`config.mk`:
```
export PLATFORM = sky130hd
export DESIGN_NAME = escaped_frame_receiver_xor_check_unit
export DESIGN_NICKNAME = d
export VERILOG_FILES = /design/src/hdl/efr_pkg.sv /design/src/hdl/escaped_frame_receiver_xor_check_unit.sv /design/src/hdl/efr_in_stage.sv /design/src/hdl/efr_core.sv /design/src/hdl/efr_out_stage.sv
export SDC_FILE = /design/constraint.sdc
export NUM_CORES = 1
export LEC_CHECK = 0
export ABC_AREA = 1
export ABC_CLOCK_PERIOD_IN_PS = 4550
export BUFFER_PORTS_ARGS = -buffer_cell sky130_fd_sc_hd__buf_2
export CAP_MARGIN = 0
export CORE_ASPECT_RATIO = 0.9
export CORE_MARGIN = 4
export CORE_UTILIZATION = 59
export CTS_CLUSTER_SIZE = 12
export DETAILED_ROUTE_END_ITERATION = 10
export GPL_ROUTABILITY_DRIVEN = 0
export HOLD_SLACK_MARGIN = 0.12
export PLACE_DENSITY = 0.78
export SLEW_MARGIN = 30
export SYNTH_ARGS = -nofsm -noshare
export SYNTH_HDL_FRONTEND = slang
export SYNTH_SLANG_ARGS = --single-unit
```
`constraint.sdc`:
```
create_clock -name clk -period 4.55 [get_ports clk]
set_input_delay 0.91 -clock clk [delete_from_list [all_inputs] [get_ports clk]]
set_output_delay 0.91 -clock clk [all_outputs]
set_load 0.02 [all_outputs]
```
`src/hdl/efr_pkg.sv`:
```
package efr_pkg;

  // Frame buffer size in bytes, start and stop bytes included.
  localparam int BUF_BYTES = 64;
  localparam int CNT_W     = $clog2(BUF_BYTES + 1);
  localparam int LEN_W     = 7;
  localparam int LEN_MAX   = (1 << LEN_W) - 1;

  // Byte offsets of the captured fields inside a frame.
  localparam int OFS_TYPE  = 1;
  localparam int OFS_STATE = 10;
  localparam int OFS_RATE  = 14;
  localparam int OFS_MOVE  = 22;

  // Register indexes of the write port.
  localparam logic [1:0] REG_START  = 2'd0;
  localparam logic [1:0] REG_STOP   = 2'd1;
  localparam logic [1:0] REG_ESCAPE = 2'd2;
  localparam logic [1:0] REG_APP    = 2'd3;

  typedef enum logic [1:0] {
    MODE_HUNT,
    MODE_HUNT_SKIP,
    MODE_BODY,
    MODE_BODY_ESC
  } mode_t;

  typedef enum logic [1:0] {
    ST_OK,
    ST_CHECKSUM,
    ST_START,
    ST_OVERFLOW
  } status_t;

  typedef struct packed {
    status_t            status;
    logic [LEN_W-1:0]   length;
    logic               is_app;
    logic [7:0]         state_b;
    logic [31:0]        rate;
    logic [31:0]        movement;
  } result_t;

endpackage

```
`src/hdl/escaped_frame_receiver_xor_check_unit.sv`:
```
// Receiver for byte-stuffed frames with an XOR checksum.
// The input channel (in_valid, in_stall, rx_byte) carries one received
// serial byte per request. The output channel (out_valid, out_stall and the
// frame_* and word ports) carries one request at each frame end or abort:
// status, stored length, app-data flag, byte 10 and the little-endian words
// at offsets 14 and 22. Most input bytes produce no output request.
// The four code registers are written through wr_en, wr_index and wr_data;
// the user must write them only while the block is idle; the block does not enforce it.
// An accepted byte is held in the input register and is decoded into the
// result register when that register has room. One byte is accepted every
// cycle while the result register has room; the decode step is a single
// compare-and-XOR pass.
// Reset sets the codes to 125, 126, 127 and 0 and puts the receiver in the
// hunting state with both registers empty.
// While the receiver stalls, a held result stays put; the held input byte
// then waits only, and in_stall rises once the input register is also full.
module escaped_frame_receiver_xor_check_unit (
  input  logic        clk,
  input  logic        rst,
  input  logic        wr_en,
  input  logic [1:0]  wr_index,
  input  logic [7:0]  wr_data,
  input  logic        in_valid,
  output logic        in_stall,
  input  logic [7:0]  rx_byte,
  output logic        out_valid,
  input  logic        out_stall,
  output logic [1:0]  frame_status,
  output logic [6:0]  frame_length,
  output logic        is_app_data,
  output logic [7:0]  state_byte,
  output logic [31:0] rate_word,
  output logic [31:0] movement_word
);
  import efr_pkg::*;

  logic       byte_vld;
  logic [7:0] byte_q;
  logic       room;
  logic       step;
  logic       res_valid;
  result_t    res;
  result_t    res_q;

  assign step = byte_vld && room;

  efr_in_stage u_in (
    .clk      (clk),
    .rst      (rst),
    .in_valid (in_valid),
    .in_stall (in_stall),
    .rx_byte  (rx_byte),
    .take     (step),
    .byte_vld (byte_vld),
    .byte_q   (byte_q)
  );

  efr_core u_core (
    .clk       (clk),
    .rst       (rst),
    .wr_en     (wr_en),
    .wr_index  (wr_index),
    .wr_data   (wr_data),
    .step      (step),
    .b         (byte_q),
    .res_valid (res_valid),
    .res       (res)
  );

  efr_out_stage u_out (
    .clk       (clk),
    .rst       (rst),
    .load      (res_valid),
    .res       (res),
    .room      (room),
    .out_valid (out_valid),
    .out_stall (out_stall),
    .res_q     (res_q)
  );

  assign frame_status  = res_q.status;
  assign frame_length  = res_q.length;
  assign is_app_data   = res_q.is_app;
  assign state_byte    = res_q.state_b;
  assign rate_word     = res_q.rate;
  assign movement_word = res_q.movement;

endmodule

```
`src/hdl/efr_in_stage.sv`:
```
module efr_in_stage (
  input  logic       clk,
  input  logic       rst,
  input  logic       in_valid,
  output logic       in_stall,
  input  logic [7:0] rx_byte,
  input  logic       take,
  output logic       byte_vld,
  output logic [7:0] byte_q
);

  // The held byte leaves when the core takes it, so a new one may enter in
  // the same cycle.
  assign in_stall = byte_vld && !take;

  always_ff @(posedge clk) begin
    if (rst) begin
      byte_vld <= 1'b0;
    end else if (!in_stall) begin
      byte_vld <= in_valid;
    end
  end

  always_ff @(posedge clk) begin
    if (in_valid && !in_stall) begin
      byte_q <= rx_byte;
    end
  end

endmodule

```
`src/hdl/efr_core.sv`:
```
module efr_core (
  input  logic            clk,
  input  logic            rst,
  input  logic            wr_en,
  input  logic [1:0]      wr_index,
  input  logic [7:0]      wr_data,
  input  logic            step,
  input  logic [7:0]      b,
  output logic            res_valid,
  output efr_pkg::result_t res
);
  import efr_pkg::*;

  logic [7:0]       start_code, stop_code, escape_code, app_code;
  mode_t            mode, mode_next;
  logic [CNT_W-1:0] byte_count, byte_count_next;
  logic [7:0]       running_xor, running_xor_next;
  logic [7:0]       last_byte, last_byte_next;
  logic [7:0]       type_byte, type_byte_next;
  logic [7:0]       cap_state, cap_state_next;
  logic [31:0]      cap_rate, cap_rate_next;
  logic [31:0]      cap_move, cap_move_next;

  logic             do_open, do_store, do_finish, do_emit;
  status_t          emit_status;
  logic             full;
  logic [CNT_W-1:0] cnt_base;
  logic [31:0]      cnt_ext;

  always_ff @(posedge clk) begin
    if (rst) begin
      start_code  <= 8'd125;
      stop_code   <= 8'd126;
      escape_code <= 8'd127;
      app_code    <= 8'd0;
    end else if (wr_en) begin
      case (wr_index)
        REG_START:  start_code  <= wr_data;
        REG_STOP:   stop_code   <= wr_data;
        REG_ESCAPE: escape_code <= wr_data;
        REG_APP:    app_code    <= wr_data;
        default:    ;
      endcase
    end
  end

  assign full = 32'(byte_count) >= 32'(BUF_BYTES);

  always_comb begin
    do_open     = 1'b0;
    do_store    = 1'b0;
    do_finish   = 1'b0;
    do_emit     = 1'b0;
    emit_status = ST_OK;
    mode_next   = mode;

    // Escape is tested before start, start before stop.
    case (mode)
      MODE_HUNT: begin
        if (b == escape_code) begin
          mode_next = MODE_HUNT_SKIP;
        end else if (b == start_code) begin
          do_open   = 1'b1;
          do_store  = 1'b1;
          mode_next = MODE_BODY;
        end
      end
      MODE_HUNT_SKIP: begin
        mode_next = MODE_HUNT;
      end
      MODE_BODY: begin
        if (b == escape_code) begin
          mode_next = MODE_BODY_ESC;
        end else if (b == start_code) begin
          do_emit     = 1'b1;
          emit_status = ST_START;
          mode_next   = MODE_HUNT;
        end else if (full) begin
          do_finish = 1'b1;
          mode_next = MODE_HUNT;
        end else begin
          do_store = 1'b1;
          if (b == stop_code) begin
            do_finish = 1'b1;
            mode_next = MODE_HUNT;
          end
        end
      end
      MODE_BODY_ESC: begin
        if (full) begin
          do_emit     = 1'b1;
          emit_status = ST_OVERFLOW;
          mode_next   = MODE_HUNT;
        end else begin
          do_store  = 1'b1;
          mode_next = MODE_BODY;
        end
      end
      default: mode_next = MODE_HUNT;
    endcase

    // A new frame starts from cleared fields.
    if (do_open) begin
      cnt_base         = '0;
      running_xor_next = 8'd0;
      last_byte_next   = 8'd0;
      type_byte_next   = 8'd0;
      cap_state_next   = 8'd0;
      cap_rate_next    = 32'd0;
      cap_move_next    = 32'd0;
    end else begin
      cnt_base         = byte_count;
      running_xor_next = running_xor;
      last_byte_next   = last_byte;
      type_byte_next   = type_byte;
      cap_state_next   = cap_state;
      cap_rate_next    = cap_rate;
      cap_move_next    = cap_move;
    end
    byte_count_next = cnt_base;

    if (do_store) begin
      if (cnt_base == CNT_W'(OFS_TYPE))  type_byte_next = b;
      if (cnt_base == CNT_W'(OFS_STATE)) cap_state_next = b;
      for (int k = 0; k < 4; k++) begin
        if (cnt_base == CNT_W'(OFS_RATE + k)) cap_rate_next[8*k +: 8] = b;
        if (cnt_base == CNT_W'(OFS_MOVE + k)) cap_move_next[8*k +: 8] = b;
      end
      running_xor_next = running_xor_next ^ b;
      last_byte_next   = b;
      byte_count_next  = cnt_base + CNT_W'(1);
    end

    // The XOR of all bytes up to the second-to-last is zero exactly when
    // the checksum byte matches the bytes before it.
    if (do_finish) begin
      do_emit     = 1'b1;
      emit_status = ((running_xor_next ^ last_byte_next) == 8'd0) ? ST_OK : ST_CHECKSUM;
    end

    cnt_ext      = 32'(byte_count_next);
    res.status   = emit_status;
    res.length   = (cnt_ext > 32'(LEN_MAX)) ? LEN_W'(LEN_MAX) : LEN_W'(byte_count_next);
    res.is_app   = (cnt_ext >= 32'd2) && (type_byte_next == app_code);
    res.state_b  = cap_state_next;
    res.rate     = cap_rate_next;
    res.movement = cap_move_next;
    res_valid    = step && do_emit;
  end

  always_ff @(posedge clk) begin
    if (rst) begin
      mode        <= MODE_HUNT;
      byte_count  <= '0;
      running_xor <= 8'd0;
      last_byte   <= 8'd0;
      type_byte   <= 8'd0;
      cap_state   <= 8'd0;
      cap_rate    <= 32'd0;
      cap_move    <= 32'd0;
    end else if (step) begin
      mode        <= mode_next;
      byte_count  <= byte_count_next;
      running_xor <= running_xor_next;
      last_byte   <= last_byte_next;
      type_byte   <= type_byte_next;
      cap_state   <= cap_state_next;
      cap_rate    <= cap_rate_next;
      cap_move    <= cap_move_next;
    end
  end

endmodule

```
`src/hdl/efr_out_stage.sv`:
```
module efr_out_stage (
  input  logic             clk,
  input  logic             rst,
  input  logic             load,
  input  efr_pkg::result_t res,
  output logic             room,
  output logic             out_valid,
  input  logic             out_stall,
  output efr_pkg::result_t res_q
);
  import efr_pkg::*;

  // The register can take a new result when empty or when its request
  // leaves in this cycle.
  assign room = !out_valid || !out_stall;

  always_ff @(posedge clk) begin
    if (rst) begin
      out_valid <= 1'b0;
    end else if (room) begin
      out_valid <= load;
    end
  end

  always_ff @(posedge clk) begin
    if (room && load) begin
      res_q <= res;
    end
  end

endmodule
```
; Word level (Yosys, flattened, before mapping)
; Cells that the tools add are included.
[totals]
mem_bits_ro = 0
word_cells = 120
register_bits = 229
out_inout_bits = 84
latchBits = 0
in_bits = 23
ramBits = 0
n_memories = 0
[classes]
eq_ne = 22
n_mul = 0
bitwise = 2
addsub = 1
div_mod_pow = 0
reduce_logical = 19
muxes = 53
magnitude_cmp = 2
n_shift = 0
[ops]
columns = op, count
row1 = two-way mux 8 bit, 18
row2 = two-way mux 32 bit, 4
row3 = equality test 7 x 5 -> 1 bit (second input constant), 6
row4 = equality test 8 bit, 4
row5 = two-way mux 2 bit, 11
row6 = equality test 7 x 4 -> 1 bit (second input constant), 3
row7 = bitwise XOR 8 bit, 2
row8 = two-way mux 1 bit, 14
row9 = two-way mux 7 bit, 2
row10 = equality test 2 bit (second input constant), 4
row11 = zero test 8 bit, 1
row12 = case mux 2 bit (4 select lines), 1
row13 = AND reduction 2 bit, 4
row14 = adder 7 x 1 -> 7 bit (second input constant), 1
row15 = equality test 7 x 1 -> 1 bit (second input constant), 1
row16 = greater-or-equal comparator 7 x 2 -> 1 bit (second input constant), 1
row17 = greater-or-equal comparator 7 bit (second input constant), 1
row18 = logical AND 1 bit, 6
row19 = inequality test 5 x 1 -> 1 bit (second input constant), 1
row20 = equality test 2 x 1 -> 1 bit (second input constant), 2
row21 = zero test 1 bit, 4
row22 = zero test 2 bit, 2
row23 = case mux 2 bit (2 select lines), 1
row24 = inequality test 3 x 1 -> 1 bit (second input constant), 1
row25 = other kinds (4), 4

; Longest topological paths before layout
[logic_depth]
depth_word = 11
ltp_mapped = 21

; Hierarchy
; From an unflattened synthesis, not the netlist that was laid out.
[unflattened]
hier_cells = 1284
area_unflattened_um2 = 10284.9
[by_module_without_submodules]
columns = mod, seq_area_each_um2, area_per_inst_um2, cells_per_inst, n_inst
row1 = efr_core, 2742.6, 7484.7, 1180, 1
row2 = efr_out_stage, 2482.4, 2506.2, 87, 1
row3 = efr_in_stage, 260.2, 286.5, 15, 1
row4 = escaped_frame_receiver_xor_check_unit, 0.0, 7.5, 2, 1

; Worst setup path before layout
; No wires, ideal clock.
[synth_timing]
kind = input port to flip-flop
start = input out_stall
end = register u_out.res_q[0] (netlist name)
arrival_ps = 3526
slack_ps = 588
stages = 7
n_path_buf = 2
path_cell_list = nand2_1 nand2_1 inv_1 clkbuf_1 clkbuf_1 o21ai_0 inv_1
[synth_via]
elab_chain_len = 5
[synth_lines]
columns = element, line_no
row1 = start: declaration, escaped_frame_receiver_xor_check_unit.sv:27  ; input logic out_stall,
row2 = zero test 1 bit *, efr_out_stage.sv:15  ; assign room = !out_valid || !out_stall;
row3 = logical OR 1 bit *, efr_out_stage.sv:15
row4 = logical AND 1 bit, escaped_frame_receiver_xor_check_unit.sv:45  ; assign step = byte_vld && room;
row5 = logical AND 1 bit, efr_core.sv:148  ; res_valid = step && do_emit;
row6 = logical AND 1 bit *, efr_out_stage.sv:26  ; if (room && load) begin
; Mark *: on every way between the ends. The rest lies on a longest branch, timed or not.
; A chain may end at the register's enable or synchronous reset.

==> impl_summary.txt <==
----------------------------------------------------
[Layout]
  Net count of the finished layout ... 1,381
  Post-synthesis to final-layout area growth ... 11.4%
  Number of antenna diodes ... 0
  Number of fill cells ... ~1.5k
  Fraction of final layout cells with drive strength greater than 1 ... 19.2%

[Clock tree]
  # hold bufs at CTS ... 0
  Maximum clock insertion buffer count ... 3
  CTS tree ... done
  Setup fix buffers added after clock tree synthesis ... 0
  CTS H-tree lvls ... 1
  Cts bufs inserted ... 24
  Clock-pin slew on the worst setup and hold paths ... ~0.060 ns
  Clock sink count ... roughly 230
  Clock latency of the later-clocked register in the worst-skew pair ... around 0.52 ns
  Cts repair resizes ... 0
  CTS root buf ... clkbuf_16

[Routing]
  Remaining DRCs ... 0
  Initial DRT Pass Iterations ... 6
  Final WL ... ~26 mm
  Total via count in the routed design ... approximately 9k
  Mean number of vias per cell ... 5.53
  Average routed wire per standard cell ... around 16 um
  Starting DRT DRC Count ... between 800 and 900
  Number of routed nets with antenna violations ... 0

[Setup path]
  Worst-path maximum fanout ... 19
  CP arrival ... 3.70 ns
  Endpoint type of the worst setup path ... flop
  Worst Setup Start Kind ... flop
  Setup slack on the worst flop-to-flop path ... roughly 1.3 ns
  Type of the setup path with the least slack ... reg2reg
  Required time at the worst-slack endpoint ... between 4 and 5 ns

[Global routing]
  Met2 track utilization from global routing ... 40.7%
  Routing usage on met1 ... 35.6%
  Total congestion overflow ... 0
  Number of global-route vias before repair ... 8,118
  Pin count of the biggest net entering global routing ... between 90 and 100
  Wire length of the first global-routing pass ... 41.5 mm
  Busiest grt layer ... met2
  Number of antenna violations at the first check in global routing ... 1
  Overall fraction of global-route tracks in use ... roughly a quarter
  Met3 routing resource usage after global routing ... between 3 and 4%

[Die]
  Site Rows ... 46
  Starting density of the core ... approximately 61%
  Placeable core region ... 0.0178 mm^2
  Die width ... roughly 150 um
  Top-level port count ... 107
  Die ar. ... 0.0205 mm^2
  Die height ... ~140 um

[Timing]
  Minimum clock period after layout ... 3.30 ns
  Max Freq ... slightly above 0.3 GHz
  Worst slew slack as a fraction of its limit ... between 30% and 40%
  Count of final setup violators ... 0
  Tightest Pin Transition ... around 1 ns
  Pins over their slew limit ... 0
  RSZ-0062 raised after global routing ... no
  Setup slack after layout ... ~1.3 ns
  Hold Vio Cnt, Final ... 0
  Skew final ... roughly 0.02 ns
  Setup TNS ... 0 ns
  Post-route fraction of the period consumed by the critical path ... between 70% and 80%

[Outcome]
  Status ... complete, no violations

[Synth]
  Leading cell types by total area after synthesis ... dfxtp_1 (26%), edfxtp_1 (25%), nor2_1 (6.9%), nand3_1 (6.7%), nand2_1 (6.5%)
  Post-synth top area cell ... dfxtp_1
  Avg Synthesized Cell Area ... roughly 8.3 um^2
  Cells after synthesis ... around 1.3k
  Sequential cell area fraction in the yosys report ... between 50% and 60%
  Synth Cell Area ... between 0.01 and 0.015 mm^2
  Number of synthesized register bits ... 229
  Number of warnings printed during yosys synthesis ... 0
  Area share of the leading cell type in the synthesized netlist ... approximately 26%
  Synth Net Count ... ~1.3k
  Netlist cell types ... 37

[Placed design]
  HPWL after detailed placement ... approximately 16 mm
  Port Buffers ... 106
  Post-Place Worst Slack ... roughly 1.3 ns

[Power and ir drop]
  Worst-case vdd ir drop ... between 0.2 and 0.3 mV
  Power Density ... between 300 and 400 mW/mm^2
  Leakage ... 5.68 nW
  Post-layout total power ... ~4.6 mW

[Job]
  Reported max-cap violation count ... 0

[Worst hold path]
  Path class of the lowest-slack min-delay path ... reg2reg

----------------------------------------------------
[area by class of cell]
| class | instances | area [um^2] | area share [%] |
|---|---|---|---|
| Sequential cell | 229 | 5490 | 45.6 |
| Multi-Input combinational cell | 840 | 4320 | 35.9 |
| Clock buffer | 40 | 712 | 5.91 |
| Timing Repair Buffer | 115 | 623 | 5.18 |
| Inverter | 148 | 558 | 4.63 |
| Tap cell | 240 | 300 | 2.49 |
| Clock inverter | 4 | 43.8 | 0.364 |
[layer usage]
metal  routed length [um]  vias up
met5                   13        -
met4                  416        2
met3                 1870       37
met2                12100      321
met1                11400     4180
li1                     -     4392
[critical path, stage by stage, from the launching register on]
cell and delay, ns:
edfxtp_1 0.60, inv_2 0.29, nand2_1 0.12, nand2_1 0.07
nor2_1 0.11, nand2_1 0.09, nor2_4 0.17, nand3_4 0.30
nand2_2 0.22, nor2_8 0.09, nor2_4 0.13, nand3_2 0.40
nand3_1 0.23, o21ai_2 0.08, o21ai_0 0.21, inv_1 0.06
[cell usage after synthesis]
| cell | count |
|---|---|
| nor2_1 | 199 |
| nand2_1 | 188 |
| nand3_1 | 144 |
| dfxtp_1 | 139 |
| inv_1 | 137 |
| edfxtp_1 | 90 |
| o21ai_0 | 67 |
| o21ai_1 | 60 |
| o21ai_2 | 60 |
| clkbuf_1 | 38 |
| a21oi_1 | 29 |
| buf_6 | 14 |
| nand3_2 | 13 |
| o211ai_1 | 12 |
| xnor2_1 | 12 |
| buf_2 | 11 |
| inv_2 | 11 |
| nand2_2 | 11 |
| buf_1 | 9 |
| nand3b_1 | 9 |
| buf_4 | 8 |
| nand4_1 | 8 |
| nand2_4 | 4 |
| nor2_2 | 4 |
| nor2_4 | 3 |
| nor2_8 | 3 |
| xnor2_2 | 3 |
| nor3_1 | 2 |
| a31oi_1 | 1 |
| a41oi_1 | 1 |
| nand3_4 | 1 |
| nand4_4 | 1 |
| nor3_4 | 1 |
| nor4b_1 | 1 |
| o21a_1 | 1 |
| or2_1 | 1 |
| xor2_1 | 1 |
[flip-flops by register name, indices dropped and copies added (netlist names)]
register,count
u_core.app_code,8
u_out.out_valid,1
u_core.last_byte,8
u_core.mode,2
u_in.byte_q,8
u_out.res_q,82
u_core.start_code,8
u_core.cap_move,32
u_core.escape_code,8
u_core.cap_rate,32
u_core.stop_code,8
u_in.byte_vld,1
u_core.type_byte,8
u_core.cap_state,8
u_core.byte_count,7
u_core.running_xor,8
[where the power goes]
| group | leakage [nW] | switching (mW) | internal [mW] |
|---|---|---|---|
| sequential | 2.00 | 0.0618 | 2.21 |
| clock | 0.367 | 0.768 | 1.12 |
| combinational | 3.31 | 0.298 | 0.152 |
[logic make-up (layout without fill, tap and decap cells)]
| logic type | after synthesis | after routing | synth area share, % |
|---|---|---|---|
| AND/OR/NAND/NOR | 593 | 593 | 25.3 |
| XOR/XNOR | 16 | 16 | 1.51 |
| AO/OA/AOI/OAI | 231 | 231 | 13.1 |
| buffers and inverters | 228 | 307 | 9.30 |
| flip-flops | 229 | 229 | 50.8 |
[path summary, 6_finish.rpt]
path	from	to	cells past startpoint
setup reg to reg	u_in.byte_q[2]	u_core.cap_rate[4]	15
hold reg to reg	u_core.start_code[1]	u_core.start_code[1]	2
setup / recovery	u_in.byte_q[2]	u_core.cap_rate[4]	15
hold / removal	u_core.start_code[1]	u_core.start_code[1]	2
[through the flow]
step | std cells | hold WS [ns] | util, % | cell area (um^2)
CTS | 1616 | 0.470 | 67.7 | 12000
floorplan | 1297 | 0.444 | - | 10800
finish | 1616 | 0.477 | 67.7 | 12000
global route | 1616 | 0.506 | 67.7 | 12000
detailed placement | 1572 | 0.460 | 63.5 | 11300
global placement | 1572 | 0.465 | 63.5 | 11300
[cells in the final DEF, fill, tap and decap left out, types with 29 or more instances in the layout]
| cell type | n |
|---|---|
| a21oi_1 | 29 |
| buf_2 | 106 |
| dfxtp_1 | 139 |
| edfxtp_1 | 90 |
| inv_1 | 135 |
| nand2_1 | 187 |
| nand3_1 | 144 |
| nor2_1 | 199 |
| o21ai_0 | 67 |
| o21ai_1 | 60 |
| o21ai_2 | 60 |
No activity file was read; power rests on OpenSTA's default activity.
